`src/rtl/core/bpf_pkg.sv`:
```
// Package for the basis-point fee block: widths, constants, beat types.
// No dependencies; used by bpf_mul and basis_point_fee_and_inverse.
package bpf_pkg;

  localparam int AMOUNT_BITS = 48;
  localparam int OUT_BITS    = 47;
  localparam int RATE_BITS   = 16;
  localparam int PROD_BITS   = OUT_BITS + RATE_BITS;
  localparam int LH_BITS     = OUT_BITS + 1;
  localparam int EXT_BITS    = (AMOUNT_BITS > OUT_BITS) ? AMOUNT_BITS : OUT_BITS;

  localparam int BPS_DIV     = 10000;
  localparam int RATE_STEP   = 10;
  localparam int DIV10_MUL   = 52429;
  localparam int DIV10_SHIFT = 19;

  localparam int ACC_BITS       = 64;
  localparam int FEE_PRE_SHIFT  = 14;
  localparam int FEE_POST_SHIFT = 47;
  localparam int FEE_TAIL_SHIFT = FEE_POST_SHIFT - 2 * RATE_BITS;
  localparam int FEE_REM_MAX    = 4 * BPS_DIV;
  localparam logic [3*RATE_BITS-1:0] FEE_RECIP =
    (3*RATE_BITS)'((64'd1 << (FEE_PRE_SHIFT + FEE_POST_SHIFT)) / 64'(BPS_DIV));

  localparam logic [OUT_BITS-1:0]  MAX_OUT_RESET  = OUT_BITS'(64'd100000000000);
  localparam logic [RATE_BITS-1:0] MAX_RATE_RESET = RATE_BITS'(1000);

  localparam int CFG_ADDR_BITS = 1;
  localparam int CFG_DATA_BITS = OUT_BITS;
  localparam logic [CFG_ADDR_BITS-1:0] CFG_MAX_OUT  = 1'b0;
  localparam logic [CFG_ADDR_BITS-1:0] CFG_MAX_RATE = 1'b1;

  localparam logic OP_FEE     = 1'b0;
  localparam logic OP_INVERSE = 1'b1;

  typedef struct packed {
    logic                           op;
    logic signed [AMOUNT_BITS-1:0]  amount;
    logic        [RATE_BITS-1:0]    rate_bps;
  } in_beat_t;

  typedef struct packed {
    logic                ok;
    logic [OUT_BITS-1:0] value;
  } out_beat_t;

endpackage

```
`src/rtl/core/basis_point_fee_and_inverse.sv`:
```
// Basis-point fee and inverse: top level with sequencer around one shared multiplier.
// Depends on bpf_pkg and bpf_mul.
// A failed argument check goes straight to the result beat; op 0 computes the fee and ends early
// when the fee overflows; op 1 searches for the payment by bisection, at most 47 probes.
// Throughput: one item at a time; next beat accepted once the result is loaded.
// Reset (rst_n, synchronous): idle, no result pending, limits back to defaults.
module basis_point_fee_and_inverse
  import bpf_pkg::*;
(
  input  logic                     clk,
  input  logic                     rst_n,
  input  logic                     in_valid,
  output logic                     in_ready,
  input  in_beat_t                 in_data,
  output logic                     out_valid,
  input  logic                     out_ready,
  output out_beat_t                out_data,
  input  logic                     cfg_we,
  input  logic [CFG_ADDR_BITS-1:0] cfg_addr,
  input  logic [CFG_DATA_BITS-1:0] cfg_wdata
);

  typedef enum logic [3:0] {
    S_IDLE, S_RDIV, S_CHK, S_FMUL, S_FOVR, S_FOVC, S_FQ1, S_FQ2,
    S_FQ3, S_FRM, S_FADJ, S_PPRB, S_PM1, S_PM2, S_PM3, S_EMIT
  } state_t;

  state_t               state_r;
  logic [OUT_BITS-1:0]  max_out_r;
  logic [RATE_BITS-1:0] max_rate_r;
  logic                 op_r;
  logic                 amt_bad_r;
  logic [OUT_BITS-1:0]  mag_r;
  logic [RATE_BITS-1:0] rate_r;
  logic [OUT_BITS-1:0]  cm_r;
  logic [LH_BITS-1:0]   lo_r;
  logic [LH_BITS-1:0]   hi_r;
  logic [OUT_BITS-1:0]  mid_r;
  logic [PROD_BITS-1:0] p_r;
  logic [ACC_BITS-1:0]  acc_r;
  logic                 res_ok_r;
  logic [OUT_BITS-1:0]  res_val_r;
  logic                 out_valid_r;
  out_beat_t            out_data_r;

  logic [OUT_BITS-1:0]    mul_a;
  logic [RATE_BITS-1:0]   mul_b;
  logic [PROD_BITS-1:0]   prod_r;
  logic [AMOUNT_BITS-1:0] raw;
  logic [EXT_BITS-1:0]    raw_ext;
  logic                   amt_bad;
  logic [LH_BITS:0]       lh_sum;
  logic [OUT_BITS-1:0]    mid_calc;
  logic [RATE_BITS-1:0]   q10;
  logic [RATE_BITS+3:0]   q10_x10;
  logic                   rate_bad;
  logic [PROD_BITS:0]     p_plus;
  logic [PROD_BITS:0]     t_ext;
  logic [OUT_BITS-1:0]    p_hi;
  logic [ACC_BITS-1:0]    acc_sum;
  logic [PROD_BITS-1:0]   fee_rem;
  logic [2:0]             fee_up;

  assign raw      = in_data.amount;
  assign raw_ext  = EXT_BITS'(raw);
  assign amt_bad  = raw[AMOUNT_BITS-1] || (raw == '0) || (raw_ext > EXT_BITS'(max_out_r));
  assign lh_sum   = (LH_BITS+1)'(lo_r) + (LH_BITS+1)'(hi_r);
  assign mid_calc = OUT_BITS'(lh_sum >> 1);
  assign q10      = RATE_BITS'(prod_r >> DIV10_SHIFT);
  assign q10_x10  = ((RATE_BITS+4)'(q10) << 3) + ((RATE_BITS+4)'(q10) << 1);
  assign rate_bad = (rate_r > max_rate_r) || (q10_x10 != (RATE_BITS+4)'(rate_r));
  assign p_plus   = (PROD_BITS+1)'(p_r) + (PROD_BITS+1)'(BPS_DIV);
  assign t_ext    = (PROD_BITS+1)'(prod_r);
  assign p_hi     = OUT_BITS'(p_r >> FEE_PRE_SHIFT);
  assign acc_sum  = (acc_r >> RATE_BITS) + ACC_BITS'(prod_r);
  assign fee_rem  = p_r - prod_r;
  assign fee_up   = 3'(fee_rem != '0) + 3'(fee_rem > PROD_BITS'(BPS_DIV))
                  + 3'(fee_rem > PROD_BITS'(2 * BPS_DIV))
                  + 3'(fee_rem > PROD_BITS'(3 * BPS_DIV));

  assign in_ready  = (state_r == S_IDLE);
  assign out_valid = out_valid_r;
  assign out_data  = out_data_r;

  always_comb begin
    mul_a = '0;
    mul_b = '0;
    unique case (state_r)
      S_RDIV: begin
        mul_a = OUT_BITS'(rate_r);
        mul_b = RATE_BITS'(DIV10_MUL);
      end
      S_FMUL: begin
        mul_a = mag_r;
        mul_b = rate_r;
      end
      S_FOVR: begin
        mul_a = cm_r;
        mul_b = RATE_BITS'(BPS_DIV);
      end
      S_FOVC: begin
        mul_a = p_hi;
        mul_b = FEE_RECIP[RATE_BITS-1:0];
      end
      S_FQ1: begin
        mul_a = p_hi;
        mul_b = FEE_RECIP[2*RATE_BITS-1:RATE_BITS];
      end
      S_FQ2: begin
        mul_a = p_hi;
        mul_b = FEE_RECIP[3*RATE_BITS-1:2*RATE_BITS];
      end
      S_FRM: begin
        mul_a = mid_r;
        mul_b = RATE_BITS'(BPS_DIV);
      end
      S_PPRB: begin
        mul_a = mid_calc;
        mul_b = rate_r;
      end
      S_PM1: begin
        mul_a = max_out_r - mid_r;
        mul_b = RATE_BITS'(BPS_DIV);
      end
      S_PM2: begin
        mul_a = mag_r - mid_r;
        mul_b = RATE_BITS'(BPS_DIV);
      end
      default: begin
        mul_a = '0;
        mul_b = '0;
      end
    endcase
  end

  bpf_mul u_mul (
    .clk    (clk),
    .mul_a  (mul_a),
    .mul_b  (mul_b),
    .prod_r (prod_r)
  );

  always_ff @(posedge clk) begin
    if (!rst_n) begin
      state_r     <= S_IDLE;
      out_valid_r <= 1'b0;
      max_out_r   <= MAX_OUT_RESET;
      max_rate_r  <= MAX_RATE_RESET;
    end else begin
      if (cfg_we) begin
        unique case (cfg_addr)
          CFG_MAX_OUT:  max_out_r  <= OUT_BITS'(cfg_wdata);
          CFG_MAX_RATE: max_rate_r <= RATE_BITS'(cfg_wdata);
          default: ;
        endcase
      end
      if (out_valid_r && out_ready && state_r != S_EMIT) begin
        out_valid_r <= 1'b0;
      end
      unique case (state_r)
        S_IDLE: begin
          if (in_valid) begin
            op_r      <= in_data.op;
            amt_bad_r <= amt_bad;
            mag_r     <= OUT_BITS'(raw);
            rate_r    <= in_data.rate_bps;
            state_r   <= S_RDIV;
          end
        end
        S_RDIV: begin
          state_r <= S_CHK;
        end
        S_CHK: begin
          cm_r <= max_out_r - mag_r;
          lo_r <= LH_BITS'(1);
          hi_r <= LH_BITS'(mag_r);
          if (amt_bad_r || rate_bad) begin
            res_ok_r  <= 1'b0;
            res_val_r <= '0;
            state_r   <= S_EMIT;
          end else if (op_r == OP_FEE) begin
            state_r <= S_FMUL;
          end else begin
            state_r <= S_PPRB;
          end
        end
        S_FMUL: begin
          state_r <= S_FOVR;
        end
        S_FOVR: begin
          p_r     <= prod_r;
          state_r <= S_FOVC;
        end
        S_FOVC: begin
          if (p_r > prod_r) begin
            res_ok_r  <= 1'b0;
            res_val_r <= '0;
            state_r   <= S_EMIT;
          end else begin
            state_r <= S_FQ1;
          end
        end
        S_FQ1: begin
          acc_r   <= ACC_BITS'(prod_r);
          state_r <= S_FQ2;
        end
        S_FQ2: begin
          acc_r   <= acc_sum;
          state_r <= S_FQ3;
        end
        S_FQ3: begin
          mid_r   <= OUT_BITS'(acc_sum >> FEE_TAIL_SHIFT);
          state_r <= S_FRM;
        end
        S_FRM: begin
          state_r <= S_FADJ;
        end
        S_FADJ: begin
          res_ok_r  <= 1'b1;
          res_val_r <= mid_r + OUT_BITS'(fee_up);
          state_r   <= S_EMIT;
        end
        S_PPRB: begin
          mid_r <= mid_calc;
          if (lo_r > hi_r) begin
            res_ok_r  <= 1'b0;
            res_val_r <= '0;
            state_r   <= S_EMIT;
          end else begin
            state_r <= S_PM1;
          end
        end
        S_PM1: begin
          p_r     <= prod_r;
          state_r <= S_PM2;
        end
        S_PM2: begin
          if (p_r > prod_r) begin
            hi_r    <= LH_BITS'(mid_r) - LH_BITS'(1);
            state_r <= S_PPRB;
          end else begin
            state_r <= S_PM3;
          end
        end
        S_PM3: begin
          priority if (p_plus <= t_ext) begin
            lo_r    <= LH_BITS'(mid_r) + LH_BITS'(1);
            state_r <= S_PPRB;
          end else if (p_r <= prod_r) begin
            res_ok_r  <= 1'b1;
            res_val_r <= mid_r;
            state_r   <= S_EMIT;
          end else begin
            hi_r    <= LH_BITS'(mid_r) - LH_BITS'(1);
            state_r <= S_PPRB;
          end
        end
        S_EMIT: begin
          if (!out_valid_r || out_ready) begin
            out_valid_r      <= 1'b1;
            out_data_r.ok    <= res_ok_r;
            out_data_r.value <= res_val_r;
            state_r          <= S_IDLE;
          end
        end
        default: begin
          state_r <= S_IDLE;
        end
      endcase
    end
  end

  a_reject_zero: assert property (@(posedge clk) disable iff (!rst_n)
    (out_valid_r && !out_data_r.ok) |-> (out_data_r.value == '0))
    else $error("rejected beat carries nonzero value");

  a_ok_below_ceiling: assert property (@(posedge clk) disable iff (!rst_n)
    (out_valid_r && out_data_r.ok) |-> (out_data_r.value <= max_out_r))
    else $error("accepted value above ceiling");

  a_fee_rem: assert property (@(posedge clk) disable iff (!rst_n)
    (state_r == S_FADJ) |-> (prod_r <= p_r && fee_rem <= PROD_BITS'(FEE_REM_MAX)))
    else $error("fee quotient estimate out of range");

  a_inv_bounds: assert property (@(posedge clk) disable iff (!rst_n)
    (state_r == S_PPRB) |-> (hi_r <= LH_BITS'(mag_r)))
    else $error("payment search upper bound above gross");

  a_emit_follows: assert property (@(posedge clk) disable iff (!rst_n)
    (state_r == S_EMIT && (!out_valid_r || out_ready)) |=> (out_valid_r && state_r == S_IDLE))
    else $error("result not loaded into output register");

endmodule

```
`src/rtl/core/bpf_mul.sv`:
```
// Shared registered multiplier: OUT_BITS x RATE_BITS, product held in a register.
// Depends on bpf_pkg.
module bpf_mul
  import bpf_pkg::*;
(
  input  logic                 clk,
  input  logic [OUT_BITS-1:0]  mul_a,
  input  logic [RATE_BITS-1:0] mul_b,
  output logic [PROD_BITS-1:0] prod_r
);

  always_ff @(posedge clk) begin
    prod_r <= PROD_BITS'(mul_a) * PROD_BITS'(mul_b);
  end

endmodule
```
`config.mk`:
```
export PLATFORM = sky130hd
export DESIGN_NAME = basis_point_fee_and_inverse
export DESIGN_NICKNAME = d
export VERILOG_FILES = /design/src/rtl/core/bpf_pkg.sv /design/src/rtl/core/basis_point_fee_and_inverse.sv /design/src/rtl/core/bpf_mul.sv
export SDC_FILE = /design/constraint.sdc
export NUM_CORES = 2
export LEC_CHECK = 0
export BUFFER_PORTS_ARGS = -buffer_cell sky130_fd_sc_hd__buf_2
export CAP_MARGIN = 20
export CORE_UTILIZATION = 65
export CTS_BUF_LIST = sky130_fd_sc_hd__clkbuf_4 sky130_fd_sc_hd__clkbuf_8 sky130_fd_sc_hd__clkbuf_16
export CTS_CLUSTER_SIZE = 25
export DETAILED_ROUTE_END_ITERATION = 10
export PLACE_DENSITY = 0.89
export SYNTH_ARGS = -nofsm -noshare
export SYNTH_HDL_FRONTEND = slang
export SYNTH_SLANG_ARGS = --single-unit
```
`constraint.sdc`:
```
create_clock -name clk -period 25.8 [get_ports clk]
set_clock_uncertainty 0.1 [all_clocks]
set_input_delay 5.16 -clock clk [delete_from_list [all_inputs] [get_ports clk]]
set_output_delay 5.16 -clock clk [all_outputs]
set_load 0.02 [all_outputs]
```
==> Yosys cells after proc, flatten, opt, wreduce, memory -nomap -nowiden <==
Cells that the tools add are included.
{ "word_totals": {"ff_bits": 609, "out_inout_bits": 50, "word_cells": 138} }
{ "op_classes": {"n_addsub": 14, "multipliers": 1, "n_lt_le_gt_ge": 9, "eq_ne": 27, "muxes": 35, "bitwise_logic": 1, "n_reduce_logical": 32} }
{ "ops": {"columns": ["cell", "count"], "rows": [
  ["$pmux 47 s8", 1],
  ["$mux 47", 5],
  ["$pmux 47 s5", 1],
  ["$mux 48", 4],
  ["$pmux 48 s3", 1],
  ["$sub 47x47->47", 3],
  ["$pmux 64 s2", 1],
  ["$gt 63x15->1 const B", 2],
  ["$pmux 16 s6", 1],
  ["$pmux 48 s2", 1],
  ["$pmux 47 s2", 1],
  ["$add 48x63->64", 1],
  ["$add 63x14->64 const B", 1],
  ["$le 64x63->1", 1],
  ["$pmux 4 s16", 1],
  ["$gt 63x14->1 const B", 1],
  ["$gt 63x63->1", 1],
  ["$le 63x63->1", 1],
  ["$mul 47x16->63", 1],
  ["$reduce_bool 63->1", 1],
  ["$sub 63x63->63", 1],
  ["$add 47x1->48 const B", 1],
  ["$add 48x48->48", 1],
  ["$gt 48x47->1", 1],
  ["other kinds (36)", 85]
]} }

==> Depth between registers and ports, before layout <==
{ "depth": {"word_depth": 7, "ltp_mapped": 47, "ltp_nobuf": 43} }

==> Hierarchy <==
From an unflattened synthesis, not the netlist that was laid out.
{ "hier_totals": {"hier_cells": 7812, "area_unflattened_um2": 68114.1} }
{ "modules_own_cells": {"columns": ["mod", "n_inst", "cells_each", "area_each_um2"], "rows": [
  ["basis_point_fee_and_inverse", 1, 4983, 43444.2],
  ["bpf_mul", 1, 2829, 24669.9]
]} }

==> Worst setup path before layout <==
Ideal clock, no wire load.
{ "synth_path": {"path_kind": "input-to-reg", "start": "in rst_n", "end": "reg res_ok_r, enable pin", "setup_ps": 572, "t_arrival_ps": 10026, "required_ps": 25128, "slack_ps": 15102, "cell_stages": 3, "path_cell_list": "clkbuf_1 -> nand2_1 -> nor4_1"} }
{ "synth_between": {"elab_chain_len": 1} }
{ "synth_rtl": {"columns": ["item", "line", "rtl"], "rows": [
  ["start, declared", "basis_point_fee_and_inverse.sv:11", "input logic rst_n,"],
  ["$reduce_and 7->1 (no source line)", null, null],
  ["end signal, assigned", "basis_point_fee_and_inverse.sv:178", "res_ok_r <= 1'b0;"],
  ["end signal, assigned", "basis_point_fee_and_inverse.sv:196", "res_ok_r <= 1'b0;"],
  ["end signal, assigned", "basis_point_fee_and_inverse.sv:219", "res_ok_r <= 1'b1;"],
  ["end, declared", "basis_point_fee_and_inverse.sv:41", "logic res_ok_r;"]
]} }
No other way between the ends.
A chain may end at the register's enable or synchronous reset.

==> Worst setup path after layout <==
{ "layout_path": {"start": "reg state_r[2]", "end": "reg u_mul.prod_r[61]"} }
{ "layout_between": {"elab_chain_len": 4, "elab_cells_between_ends": 16, "cone_classes": "mul (1); eq/ne (10); mux (2); reduce/logical (3)"} }
{ "layout_rtl": {"columns": ["item", "line", "rtl"], "rows": [
  ["start, declared", "basis_point_fee_and_inverse.sv:28", "state_t state_r;"],
  ["start signal, assigned", "basis_point_fee_and_inverse.sv:145", "state_r <= S_IDLE;"],
  ["start signal, assigned", "basis_point_fee_and_inverse.sv:167", "state_r <= S_RDIV;"],
  ["start signal, assigned", "basis_point_fee_and_inverse.sv:171", "state_r <= S_CHK;"],
  ["$eq 4x4->1, or another cell as far along", "basis_point_fee_and_inverse.sv:88", "unique case (state_r)"],
  ["$reduce_or 4->1 (no source line), or another cell as far along", null, null],
  ["$pmux 16 s6 / $pmux 47 s8 (equally long branches)", "basis_point_fee_and_inverse.sv:88", null],
  ["$mul 47x16->63 *", "bpf_mul.sv:13", "prod_r <= PROD_BITS'(mul_a) * PROD_BITS'(mul_b);"],
  ["end signal, assigned", "bpf_mul.sv:13", null],
  ["end, declared", "bpf_mul.sv:9", "output logic [PROD_BITS-1:0] prod_r"]
]} }
Mark *: on every way between the ends. The rest lies on a longest branch, timed or not.

==> qor.yml <==
floorplanning:
  row_count: 118
  fp.dieH_um: 325
  dieArea_um2: 106000
  pin_count: 168
  die_w_um: 325
  initial_core_util_pct: 65.6
  core_um2: 104000
global_routing:
  antenna_found_initial: 17
  grt_pass1_wl_um: 388000
  first_global_vias: 60100
  grt_max_degree: 93
  grtUsageTotal_pct: 49.8
  grt_remaining_overflow: 0
final_layout:
  syn_to_final_growth_pct: 7.10
  drive_gt1_share_pct: 7.05
  final_nets: 9103
setup_path:
  path_class: "reg2reg"
  crit_path_start_kind: "register"
  crit_slowest_cell: "a21oi_1"
  crit_path_start: "state_r[2]"
  arrival_ns: 13.35
  r2r_cells: 40
  regToRegSetupSlack_ns: 12.87
  cpPeakStageDelay_ns: 1.00
  end_kind: "register"
  critPathMaxFanout: 92
  r2r_end: "u_mul.prod_r[61]"
  crit_end: "u_mul.prod_r[61]"
  required_ns: 26.22
  r2r_start: "state_r[2]"
timing:
  rsz0062_at_grt: "no"
  worst_pin_slew_ns: 1.28
  relSlewSlack_pct: 14.7
  fin_setup_tns_ns: 0
  max_clock_freq_mhz: 77.3
  final-setup-viol-count: 0
  min_period_ns: 12.93
  period_share_pct: 50.1
  finalHoldViolations: 0
  slew_viol_final: 0
synth:
  yosysUniqueCellTypes: 116
  syn_area_per_cell_um2: 8.78
  ys_seq_elements: 593
  async_flop_share_pct: 0
  synth_area_um2: 68000
  ys_seq_area_share_pct: 24.3
  yosysWarnings: 0
  synth_edf_count: 462
  synth_common_cells: "nand2_1 (1061), inv_1 (1009), fa_1 (636)"
  yosysTopAreaCell: "edfxtp_1"
  yosys.area.top_type_share_pct: 20.4
  synth_area_leaders: "edfxtp_1 (20%), fa_1 (19%), ha_1 (11%), nand2_1 (5.9%), inv_1 (5.6%)"
  synth_most_common_cell: "nand2_1"
  synthCells: 7742
  synthesis.nets: 9068
  yosys_most_used_dff: "edfxtp_1"
power_and_ir_drop:
  p_per_area_nw_per_um2: 78.6
  power_mw: 5.72
  vdd_drop_max_v: 0.0000837
  leakage_nw: 32.2
placement:
  gp_congestion: 1.09
  dp_hpwl_um: 212000
  port_buffers: 167
route:
  ant_nets: 0
  drt-total-wl_um: 267000
  vias_per_cell: 6.79
  wl_per_cell_um: 28.9
  vias: 62700
  drtIter0Drc: 9648
  drc_errors: 0
  drtPass1Iterations: 8
clock_network:
  clk_path_buf_depth: 3
  ctsHoldBuffers: 0
  h-tree-depth: 3
  cts_setup_buffers: 0
  root_buffer: "clkbuf_16"
  cts_tree: "yes"
  cts_sinks: 593
  clk_latency_ns: 0.68
  clk_pin_slew_ns: 0.06
  cts_buffers: 70
  postCtsResizedCells: 0
run:
  maxCapViolations: 0
min_path:
  hp-start: "res_val_r[37]"
  hold_class: "reg2reg"
run_status:
  status: "finished clean"
worst min path at each step:
stage                         endpoint  slack (ns)  cells after the start
after floorplan            out_data[0]        0.30                      0
final                     out_data[37]        0.32                      0
after global routing      out_data[42]        0.32                      0
after detailed placement  out_data[37]        0.30                      0
after CTS                 out_data[42]        0.32                      0
after global placement    out_data[10]        0.30                      0
layout by cell type (no fill, tap or decap), types with 16 or more instances in the layout:
| cell | instances |
|---|---|
| mux2i_1 | 34 |
| a211o_1 | 21 |
| o21ai_0 | 330 |
| a21o_1 | 228 |
| fa_1 | 636 |
| a221oi_1 | 18 |
| nor4_1 | 55 |
| inv_1 | 1009 |
| dfxtp_1 | 131 |
| xor2_1 | 100 |
| o31ai_1 | 16 |
| a221o_1 | 20 |
| xnor2_1 | 360 |
| a21boi_0 | 53 |
| edfxtp_1 | 462 |
| nand3_1 | 121 |
| nor2_1 | 487 |
| or3_1 | 44 |
| nor3_1 | 96 |
| diode_2 | 17 |
| nor2b_1 | 65 |
| and2_1 | 190 |
| buf_2 | 167 |
| and3_1 | 47 |
| a31oi_1 | 48 |
| nand2b_1 | 53 |
| a22oi_1 | 17 |
| o21ai_1 | 48 |
| nand2_1 | 1061 |
| or2_2 | 26 |
| a21oi_1 | 439 |
| o21a_1 | 40 |
| o211ai_1 | 47 |
| a211oi_1 | 26 |
| a22o_1 | 16 |
| buf_4 | 112 |
| nand4_1 | 132 |
| o21bai_1 | 67 |
| ha_1 | 572 |
| clkbuf_16 | 71 |
critical path, delay by kind of cell, from the launching register on:
family,cells,cell delay (ns)
and+or+nand+nor,6,1.62
muxes,1,0.31
AOI/OAI and AO/OA,16,5.10
xor gates and xnor gates,2,0.24
buffers and inverters,6,1.27
adders and majority gates,9,3.83
DFF,1,0.31
kinds of logic after synthesis:
group                      after synthesis  synth area share (%)
AOI/OAI and AO/OA                     1606                  15.3
xor gates and xnor gates               460                  5.93
and+or+nand+nor                       2493                  17.2
buffers and inverters                 1344                  7.57
DFF                                    593                  24.3
adders and majority gates             1208                  29.3
muxes                                   38                 0.567
per-stage QoR:
| stage | cell area, um^2 | hold WS, ns | worst slack [ns] | cells | util (%) |
|---|---|---|---|---|---|
| finish | 72800 | 0.317 | 12.87 | 9231 | 70.3 |
| CTS | 72700 | 0.315 | 13.33 | 9207 | 70.1 |
| detailed placement | 70300 | 0.305 | 13.48 | 9078 | 67.8 |
| floorplan | 68000 | 0.300 | 15.10 | 7742 | - |
| global placement | 70300 | 0.301 | 13.81 | 9078 | 67.8 |
| global route | 72800 | 0.315 | 12.40 | 9214 | 70.2 |
state kept, by name (all words and copies together), names as in the netlist:
signal,flops
acc_r,48
amt_bad_r,1
cm_r,47
hi_r,48
lo_r,48
mag_r,47
max_out_r,47
max_rate_r,16
mid_r,47
op_r,1
out_data,48
out_valid,1
p_r,63
rate_r,16
res_ok_r,1
res_val_r,47
state_r,4
u_mul.prod_r,63
report_power, final:
| group | total, mW | switching [mW] | internal [mW] |
|---|---|---|---|
| Combinational | 3.33 | 2.19 | 1.14 |
| Clock | 1.06 | 0.458 | 0.605 |
| Sequential | 1.33 | 0.158 | 1.17 |
| Total | 5.72 | 2.81 | 2.91 |
final cells by class:
cell class	count	area [um^2]
multi-input cells	5805	46600
fillers	7949	30800
flip-flops and latches	593	16500
inverters	1023	3840
clock buffers	93	1990
repair buffers	284	1740
well taps	1380	1730
clock inverters	36	434
diodes	17	42.5
routing by layer:
layer / vias up / routed length [um] / global-route usage (%)
met5: - / 326 / 1.04
met2: 5487 / 103000 / 67.5
li1: 26200 / - / -
met1: 29700 / 96400 / 67.0
met3: 1222 / 45200 / 18.3
met4: 20 / 21600 / 31.6
(Power assumes the default switching activity.)
